==> config.mk <==
export PLATFORM = sky130hd
export DESIGN_NAME = telescope_command_framer
export DESIGN_NICKNAME = d
export VERILOG_FILES = /design/src/hdl/tcf_pkg.sv /design/src/hdl/tcf_dp.sv /design/src/hdl/tcf_ctrl.sv /design/src/hdl/telescope_command_framer.sv
export SDC_FILE = /design/constraint.sdc
export NUM_CORES = 1
export LEC_CHECK = 0
export BUFFER_PORTS_ARGS = -buffer_cell sky130_fd_sc_hd__buf_2
export CAP_MARGIN = 20
export CORE_AREA = 2 2 191 193
export DETAILED_ROUTE_END_ITERATION = 7
export DIE_AREA = 0 0 193 195
export GPL_TIMING_DRIVEN = 0
export PLACE_DENSITY = 0.56
export SYNTH_ARGS = -nofsm -noshare
export SYNTH_HDL_FRONTEND = slang
export SYNTH_SLANG_ARGS = --single-unit
==> constraint.sdc <==
create_clock -name clk -period 2.8 [get_ports clk]
set_input_delay 0.14 -clock clk [delete_from_list [all_inputs] [get_ports clk]]
set_output_delay 0.14 -clock clk [all_outputs]
set_load 0.01 [all_outputs]
==> src/hdl/tcf_pkg.sv <==
// ----------------------------------------------------------------------------
// tcf_pkg
// Shared constants, types and character helpers for the command framer.
// ----------------------------------------------------------------------------
package tcf_pkg;

	localparam int MAX_LEN_DEF = 32;

	localparam logic [7:0] CH_START = 8'h3A;  // ':'
	localparam logic [7:0] CH_END   = 8'h23;  // '#'

	localparam logic [1:0] ST_OK   = 2'd0;
	localparam logic [1:0] ST_FULL = 2'd1;
	localparam logic [1:0] ST_BAD  = 2'd2;

	localparam logic KIND_STATUS = 1'b0;
	localparam logic KIND_BYTE   = 1'b1;

	localparam int NUM_FAMILIES = 23;

	// The position in this list, plus one, is the family code.
	localparam logic [7:0] FAMILY_LETTERS [NUM_FAMILIES] = '{
		8'h41, 8'h42, 8'h43, 8'h44, 8'h66, 8'h46, 8'h47, 8'h67, 8'h68, 8'h48, 8'h49, 8'h4C,
		8'h4D, 8'h50, 8'h51, 8'h72, 8'h52, 8'h53, 8'h54, 8'h55, 8'h57, 8'h58, 8'h3F
	};

	localparam logic [7:0] CH_S = 8'h53;
	localparam logic [7:0] CH_R = 8'h52;
	localparam logic [7:0] CH_T = 8'h54;
	localparam logic [7:0] CH_F = 8'h46;
	localparam logic [7:0] CH_B = 8'h42;
	localparam logic [7:0] CH_G_LOWER = 8'h67;
	localparam logic [7:0] CH_L = 8'h4C;

	typedef struct packed {
		logic       store_wr;
		logic       fill_clr;
		logic       load_status;
		logic [1:0] status;
		logic       load_byte;
		logic       ptr_init;
		logic       ptr_inc;
	} tcf_cmd_t;

	typedef struct packed {
		logic out_free;
		logic fill_zero;
		logic fill_one;
		logic fill_full;
		logic is_start;
		logic is_end;
		logic ptr_last;
	} tcf_stat_t;

	function automatic logic [4:0] family_of(input logic [7:0] c);
		logic [4:0] fam;
		fam = 5'd0;
		for (int i = 0; i < NUM_FAMILIES; i++) begin
			if (FAMILY_LETTERS[i] == c) begin
				fam = 5'(i + 1);
			end
		end
		return fam;
	endfunction

	function automatic logic takes_params(input logic [7:0] c);
		return (c == CH_S) || (c == CH_R) || (c == CH_T) || (c == CH_F) ||
			(c == CH_B) || (c == CH_G_LOWER) || (c == CH_L);
	endfunction

endpackage

==> src/hdl/tcf_dp.sv <==
// ----------------------------------------------------------------------------
// tcf_dp
// Byte store, fill count, family capture, read pointer and result register.
// ----------------------------------------------------------------------------
module tcf_dp #(
	parameter int MAX_LEN = tcf_pkg::MAX_LEN_DEF
) (
	input  logic             clk,
	input  logic             arst_n,
	input  tcf_pkg::tcf_cmd_t  cmd,
	output tcf_pkg::tcf_stat_t stat,
	input  logic [7:0]       char_in,
	output logic             res_valid,
	input  logic             res_stall,
	output logic             kind,
	output logic [1:0]       status,
	output logic [4:0]       family_code,
	output logic [7:0]       body_byte,
	output logic             in_parameters,
	output logic             last
);
	import tcf_pkg::*;

	localparam int AW = $clog2(MAX_LEN);
	localparam int FW = $clog2(MAX_LEN + 1);

	logic [7:0]    mem [MAX_LEN];
	logic [7:0]    rd_data_q;
	logic [FW-1:0] fill_q;
	logic [AW-1:0] ptr_q;
	logic [4:0]    fam_q;
	logic          tp_q;
	logic          res_valid_q;
	logic          kind_q;
	logic [1:0]    status_q;
	logic [4:0]    family_q;
	logic [7:0]    byte_q;
	logic          param_q;
	logic          last_q;
	logic          params_on;

	// The body takes parameters only when it is longer than the two-letter name.
	assign params_on = tp_q && (fill_q >= FW'(4));

	always_comb begin
		stat.out_free  = !res_valid_q || !res_stall;
		stat.fill_zero = (fill_q == '0);
		stat.fill_one  = (fill_q == FW'(1));
		stat.fill_full = (fill_q >= FW'(MAX_LEN));
		stat.is_start  = (char_in == CH_START);
		stat.is_end    = (char_in == CH_END);
		stat.ptr_last  = (FW'(ptr_q) == fill_q - FW'(1));
	end

	always_ff @(posedge clk) begin
		if (cmd.store_wr) begin
			mem[fill_q[AW-1:0]] <= char_in;
		end
		rd_data_q <= mem[ptr_q];
	end

	always_ff @(posedge clk or negedge arst_n) begin
		if (!arst_n) begin
			fill_q <= '0;
		end else if (cmd.fill_clr) begin
			fill_q <= '0;
		end else if (cmd.store_wr) begin
			fill_q <= fill_q + FW'(1);
		end
	end

	always_ff @(posedge clk) begin
		if (cmd.store_wr && (fill_q == FW'(1))) begin
			fam_q <= family_of(char_in);
			tp_q  <= takes_params(char_in);
		end
		if (cmd.ptr_init) begin
			ptr_q <= AW'(1);
		end else if (cmd.ptr_inc) begin
			ptr_q <= ptr_q + AW'(1);
		end
	end

	always_ff @(posedge clk or negedge arst_n) begin
		if (!arst_n) begin
			res_valid_q <= 1'b0;
		end else if (cmd.load_status || cmd.load_byte) begin
			res_valid_q <= 1'b1;
		end else if (!res_stall) begin
			res_valid_q <= 1'b0;
		end
	end

	always_ff @(posedge clk) begin
		if (cmd.load_status) begin
			kind_q   <= KIND_STATUS;
			status_q <= cmd.status;
			family_q <= 5'd0;
			byte_q   <= 8'd0;
			param_q  <= 1'b0;
			last_q   <= 1'b1;
		end else if (cmd.load_byte) begin
			kind_q   <= KIND_BYTE;
			status_q <= ST_OK;
			family_q <= fam_q;
			byte_q   <= rd_data_q;
			param_q  <= params_on && (ptr_q >= AW'(3));
			last_q   <= stat.ptr_last;
		end
	end

	assign res_valid     = res_valid_q;
	assign kind          = kind_q;
	assign status        = status_q;
	assign family_code   = family_q;
	assign body_byte     = byte_q;
	assign in_parameters = param_q;
	assign last          = last_q;

	a_fill_bound: assert property (@(posedge clk) disable iff (!arst_n)
		fill_q <= FW'(MAX_LEN))
		else $error("fill count ran past the store depth");

	a_no_overwrite: assert property (@(posedge clk) disable iff (!arst_n)
		(res_valid_q && res_stall) |-> !(cmd.load_status || cmd.load_byte))
		else $error("result register loaded while its request was held");

	a_single_load: assert property (@(posedge clk) disable iff (!arst_n)
		!(cmd.load_status && cmd.load_byte))
		else $error("status and byte loaded together");

	a_no_write_on_full: assert property (@(posedge clk) disable iff (!arst_n)
		(fill_q >= FW'(MAX_LEN)) |-> !cmd.store_wr)
		else $error("store written while full");

endmodule

==> src/hdl/tcf_ctrl.sv <==
// ----------------------------------------------------------------------------
// tcf_ctrl
// Controller: decides each request's outcome and walks the store on '#'.
// ----------------------------------------------------------------------------
module tcf_ctrl (
	input  logic               clk,
	input  logic               arst_n,
	input  logic               cmd_valid,
	output logic               cmd_stall,
	input  logic               action,
	input  tcf_pkg::tcf_stat_t stat,
	output tcf_pkg::tcf_cmd_t  cmd
);
	import tcf_pkg::*;

	localparam logic [1:0] S_IDLE = 2'd0;
	localparam logic [1:0] S_RD   = 2'd1;
	localparam logic [1:0] S_WR   = 2'd2;

	logic [1:0] state_q;
	logic [1:0] state_d;
	logic       accept;

	assign cmd_stall = !((state_q == S_IDLE) && stat.out_free);
	assign accept    = cmd_valid && !cmd_stall;

	always_comb begin
		cmd     = '0;
		state_d = state_q;
		unique case (state_q)
			S_IDLE: begin
				if (accept) begin
					cmd.load_status = 1'b1;
					cmd.status      = ST_OK;
					if (action) begin
						cmd.fill_clr = 1'b1;
					end else if (stat.fill_full) begin
						cmd.status = ST_FULL;
					end else if (stat.fill_zero) begin
						if (stat.is_start) begin
							cmd.store_wr = 1'b1;
						end else begin
							cmd.status = ST_BAD;
						end
					end else if (!stat.is_end) begin
						cmd.store_wr = 1'b1;
					end else if (stat.fill_one) begin
						cmd.status = ST_BAD;
					end else begin
						// A complete command gives only body bytes, no status result.
						cmd.load_status = 1'b0;
						cmd.ptr_init    = 1'b1;
						state_d         = S_RD;
					end
				end
			end
			S_RD: begin
				state_d = S_WR;
			end
			S_WR: begin
				if (stat.out_free) begin
					cmd.load_byte = 1'b1;
					if (stat.ptr_last) begin
						cmd.fill_clr = 1'b1;
						state_d      = S_IDLE;
					end else begin
						cmd.ptr_inc = 1'b1;
						state_d     = S_RD;
					end
				end
			end
			default: begin
				state_d = S_IDLE;
			end
		endcase
	end

	always_ff @(posedge clk or negedge arst_n) begin
		if (!arst_n) begin
			state_q <= S_IDLE;
		end else begin
			state_q <= state_d;
		end
	end

	a_rd_to_wr: assert property (@(posedge clk) disable iff (!arst_n)
		(state_q == S_RD) |=> (state_q == S_WR))
		else $error("read cycle not followed by the write cycle");

	a_stall_busy: assert property (@(posedge clk) disable iff (!arst_n)
		(state_q != S_IDLE) |-> cmd_stall)
		else $error("request taken while emitting a command");

	a_clear_on_finish: assert property (@(posedge clk) disable iff (!arst_n)
		((state_q == S_WR) && (state_d == S_IDLE)) |-> (cmd.fill_clr && cmd.load_byte))
		else $error("command finished without clearing the store");

endmodule

==> src/hdl/telescope_command_framer.sv <==
// ----------------------------------------------------------------------------
// telescope_command_framer
// Frames ':' body '#' serial commands and emits the body bytes as a run.
// ----------------------------------------------------------------------------
// Each request either feeds one character or clears the buffer. A request that
// does not complete a command gives one status result from the output register;
// the next request is taken as soon as that register is free or being drained.
// A '#' that ends a body of n bytes gives n results and stalls requests until the
// last one is loaded: the byte store has one registered read port, so each body
// byte passes through a read state and then a load state.
// The store needs no clearing after reset; only written entries are read.
module telescope_command_framer #(
	parameter int MAX_LEN = tcf_pkg::MAX_LEN_DEF
) (
	input  logic       clk,
	input  logic       arst_n,
	input  logic       cmd_valid,
	output logic       cmd_stall,
	input  logic       action,
	input  logic [7:0] char_in,
	output logic       res_valid,
	input  logic       res_stall,
	output logic       kind,
	output logic [1:0] status,
	output logic [4:0] family_code,
	output logic [7:0] body_byte,
	output logic       in_parameters,
	output logic       last
);
	import tcf_pkg::*;

	tcf_cmd_t  cmd;
	tcf_stat_t stat;

	tcf_ctrl u_ctrl (
		.clk       (clk),
		.arst_n    (arst_n),
		.cmd_valid (cmd_valid),
		.cmd_stall (cmd_stall),
		.action    (action),
		.stat      (stat),
		.cmd       (cmd)
	);

	tcf_dp #(
		.MAX_LEN (MAX_LEN)
	) u_dp (
		.clk           (clk),
		.arst_n        (arst_n),
		.cmd           (cmd),
		.stat          (stat),
		.char_in       (char_in),
		.res_valid     (res_valid),
		.res_stall     (res_stall),
		.kind          (kind),
		.status        (status),
		.family_code   (family_code),
		.body_byte     (body_byte),
		.in_parameters (in_parameters),
		.last          (last)
	);

endmodule
==> run_results.csv <==
group,metric,value,unit
critical_path,cp_max_fo,10,
global_route,antenna_found_initial,0,
power_and_ir_drop,p_sw_share,19.7,%
sta,maxSlewViolCount,0,
logic_synthesis,synth-adder-area-share,0.612,%
critical_path,cp.arrival,3.16,ns
sta,fmax,365,MHz
global_route,grtUsageTotal,15.0,%
drt,drt_iter0_markers,534,
drt,vias,6469,
power_and_ir_drop,p_total,9.03,mW
power_and_ir_drop,p_per_area,623,mW/mm^2
clocking,cts_buffer_depth,3,
critical_path,r2r_cells,6,
logic_synthesis,yosys_warnings,0,
logic_synthesis,synthMuxAreaShare,16.0,%
power_and_ir_drop,pwr-share-comb,2.5,%
power_and_ir_drop,cell_internal_pwr,7.25,mW
finish,area_growth,18.2,%
sta,finalCritPeriodShare,97.8,%
min_path,hold_class,"in2reg",
drt,dr.pass1.iters,5,
floorplanning,ioPinCount,33,
clocking,cts_tree,"built",
logic_synthesis,syn-num-nets,704,
critical_path,r2r_start,"u_dp.ptr_q[1]",
run,drv_cap,0,
power_and_ir_drop,switchingPower,1.78,mW
drt,post-route-drc-count,0,
global_route,grt_first_pass_wirelength,41.5,mm
logic_synthesis,synth_top_family_by_area,"multiplexers",
placed_design,place_inst,1178,
drt,final_antenna_net_count,0,
sta,hold_viol,0,
logic_synthesis,yosys.area_share.simple,6.59,%
logic_synthesis,ys_types,53,
global_route,grt-ovfl-total,0,
floorplanning,core,0.0354,sq mm
floorplanning,die_area,0.0376,sq mm
floorplanning,die_width,193,um
sta,finalSetupViolCount,0,
logic_synthesis,syn_area,0.0123,sq mm
outcome,outcome,"finished clean",
finish,drive_gt1_share,30.0,%
sta,worst_clock_skew,0.00917,ns
floorplanning,fp.dieH,195,um
floorplanning,start_util,34.6,%
global_route,grt_start_max_net_pins,41,
finish,fin_nets,783,
drt,wl_per_cell,22.3,um
sta,grt_setup_unrepaired,"no",
power_and_ir_drop,p_clk_share,43.3,%
clocking,htreeDepth,1,
placed_design,post_dp_cell_area,0.0130,sq mm
clocking,insertion_delay,0.55,ns
critical_path,reg2reg_slack,0.06,ns
power_and_ir_drop,p_leak,4.51,nW
floorplanning,row_count,69,
logic_synthesis,synth-xor-area-share,0.643,%
finish,final_common_cell,"edfxtp_1",
critical_path,critPathKind,"reg2reg",
logic_synthesis,seq_area_frac_synth,71.2,%
logic_synthesis,synth_compound_area_share,3.35,%
drt,viasPerCell,5.18,
finish,instances_no_fill,1248,
power_and_ir_drop,pwr-share-seq,54.2,%
power_and_ir_drop,ir_drop,0.427,mV
logic_synthesis,async_flop_share,2.98,%
global_route,grt_pass1_vias,6603,
critical_path,cp-start-kind,"flop",
finish,fill_cells,3173,
placed_design,gp_congestion,0.813,
critical_path,cp-startpoint,"u_dp.ptr_q[1]",
critical_path,required,3.22,ns
critical_path,crit_end,"u_dp.rd_data_q[6]",
clocking,clock-sinks,302,
logic_synthesis,synth_seq_cells,302,
finish,final_cell_area,0.0145,sq mm
clocking,numCtsBuffers,31,
finish,final_cell_mix,"edfxtp_1, mux4_2, nand2_1",
critical_path,regToRegEndpoint,"u_dp.rd_data_q[6]",
drt,finalWirelength,27.8,mm
placed_design,io_buffers,32,
sta,min_period,2.74,ns
logic_synthesis,synth_flop_cell,"edfxtp_1",
logic_synthesis,synth_edf_count,264,
critical_path,endpoint_kind,"flop",
sta,worstMarginPinSlew,0.883,ns
finish,multiInputGateArea,0.00366,sq mm
sta,slew_headroom,41.2,%
finish,n_antenna_cell,0,
finish,regArea,0.00873,sq mm
logic_synthesis,synthCells,685,
placed_design,hpwl,17.7,mm
clocking,root_buffer,"clkbuf_16",
clocking,clk_pin_slew,0.06,ns
logic_synthesis,avgSynthCellArea,17.9,sq um
[power groups by stage]
stage	clock network [mW]	registers [mW]	logic, mW
6_report	3.91	4.90	0.222
5_1_grt	4.17	4.90	0.246
4_1_cts	3.99	4.90	0.220
3_5_place_dp	0	4.99	0.211
3_3_place_gp	0	4.99	0.207
2_1_floorplan	0	5.00	0.0937
[cell type report]
class	instances	share of cell area, %
flip-flops and latches	302	60.3
well taps	461	3.98
clock buffers	40	5.59
multi-input cells	336	25.2
clock inverters	16	1.03
repair buffers	46	2.33
inverters	7	0.181
plain buffers	40	1.37
[flip-flops by register name (all words and copies together), names as in the netlist]
register / flops
u_dp.res_valid: 1
u_dp.rd_data_q: 8
u_dp.tp_q: 1
u_dp.fill_q: 6
u_dp.last: 1
u_dp.body_byte: 8
u_dp.status: 2
u_dp.in_parameters: 1
u_ctrl.state_q: 2
u_dp.kind: 1
u_dp.family_code: 5
u_dp.mem: 256
u_dp.fam_q: 5
u_dp.ptr_q: 5
[worst max-delay path, cell delays in order, from the launching register on]
cell and delay [ns]:
dfxtp_1 0.33, clkbuf_1 0.30, clkbuf_2 0.37, buf_2 0.38
mux4_2 0.40, mux4_2 0.53, mux2_2 0.31
[repair_timing]
action                                 in CTS  in global routing
pin swaps                                   1                  7
hold buffers                                4                  0
endpoints found under the hold margin      12                  0
buffers inserted                            2                  8
gates cloned                                0                  0
gates resized for setup                    85                 17
setup endpoints to repair                 270                291
[through the flow]
step,setup TNS (ns),setup WS [ns],hold slack (ns),util (%)
4_1_cts,-3.46,-0.0952,0.0489,40.5
2_1_floorplan,0,0.157,-0.156,-
5_1_grt,0,0.000270,0.0953,40.9
3_3_place_gp,-217.53,-0.944,0.00538,36.7
3_5_place_dp,-231.61,-0.979,0.00441,36.7
6_report,0,0.0622,0.0972,40.9
[Yosys cell counts, types with 2 or more instances]
library cell,count,area share [%]
a211oi_1,4,0.24
a21oi_1,26,1.1
a22oi_1,2,0.12
buf_1,7,0.21
buf_2,5,0.20
clkbuf_1,27,0.83
dfrtp_1,9,1.8
dfxtp_1,29,4.7
edfxtp_1,264,65
ha_1,6,0.61
inv_1,7,0.21
mux2_2,9,0.83
mux2i_1,6,0.49
mux4_2,80,15
nand2_1,45,1.4
nand2b_1,9,0.46
nand3_1,9,0.37
nand3b_1,3,0.18
nand4_1,5,0.26
nor2_1,48,1.5
nor2b_1,7,0.36
nor3_1,10,0.41
nor3_2,3,0.24
nor3b_1,3,0.18
nor4_1,6,0.31
o211ai_1,2,0.12
o21ai_0,10,0.41
o22ai_1,2,0.10
o31ai_1,4,0.24
o32ai_1,2,0.14
or2_2,2,0.10
or3_1,2,0.10
or3b_2,3,0.21
or4_1,2,0.12
or4b_1,2,0.16
xnor2_1,6,0.43
xor2_1,3,0.21
[how the worst min path moves through the flow]
stage,start,to,cells after the start
final,cmd_valid,u_dp.status[0],3
after global routing,cmd_valid,u_dp.status[0],3
after detailed placement,arst_n,u_dp.res_valid,1
after CTS,cmd_valid,u_dp.status[0],3
after global placement,arst_n,u_dp.res_valid,1
after floorplan,arst_n,u_ctrl.state_q[0],0
[logic make-up after synthesis]
| logic type | after synthesis |
|---|---|
| buffers and inverters | 47 |
| and+or+nand+nor | 163 |
| adders and majority gates | 6 |
| muxes | 95 |
| DFF | 302 |
| xor gates and xnor gates | 9 |
| AOI/OAI and AO/OA | 63 |
[per-layer routing]
layer / share of wire (%) / global-route usage (%)
met5: 0 / 0
met4: 1.7 / 3.14
met3: 4.6 / 1.98
met2: 47 / 23.6
met1: 47 / 22.4
No activity file was read; power rests on OpenSTA's default activity.
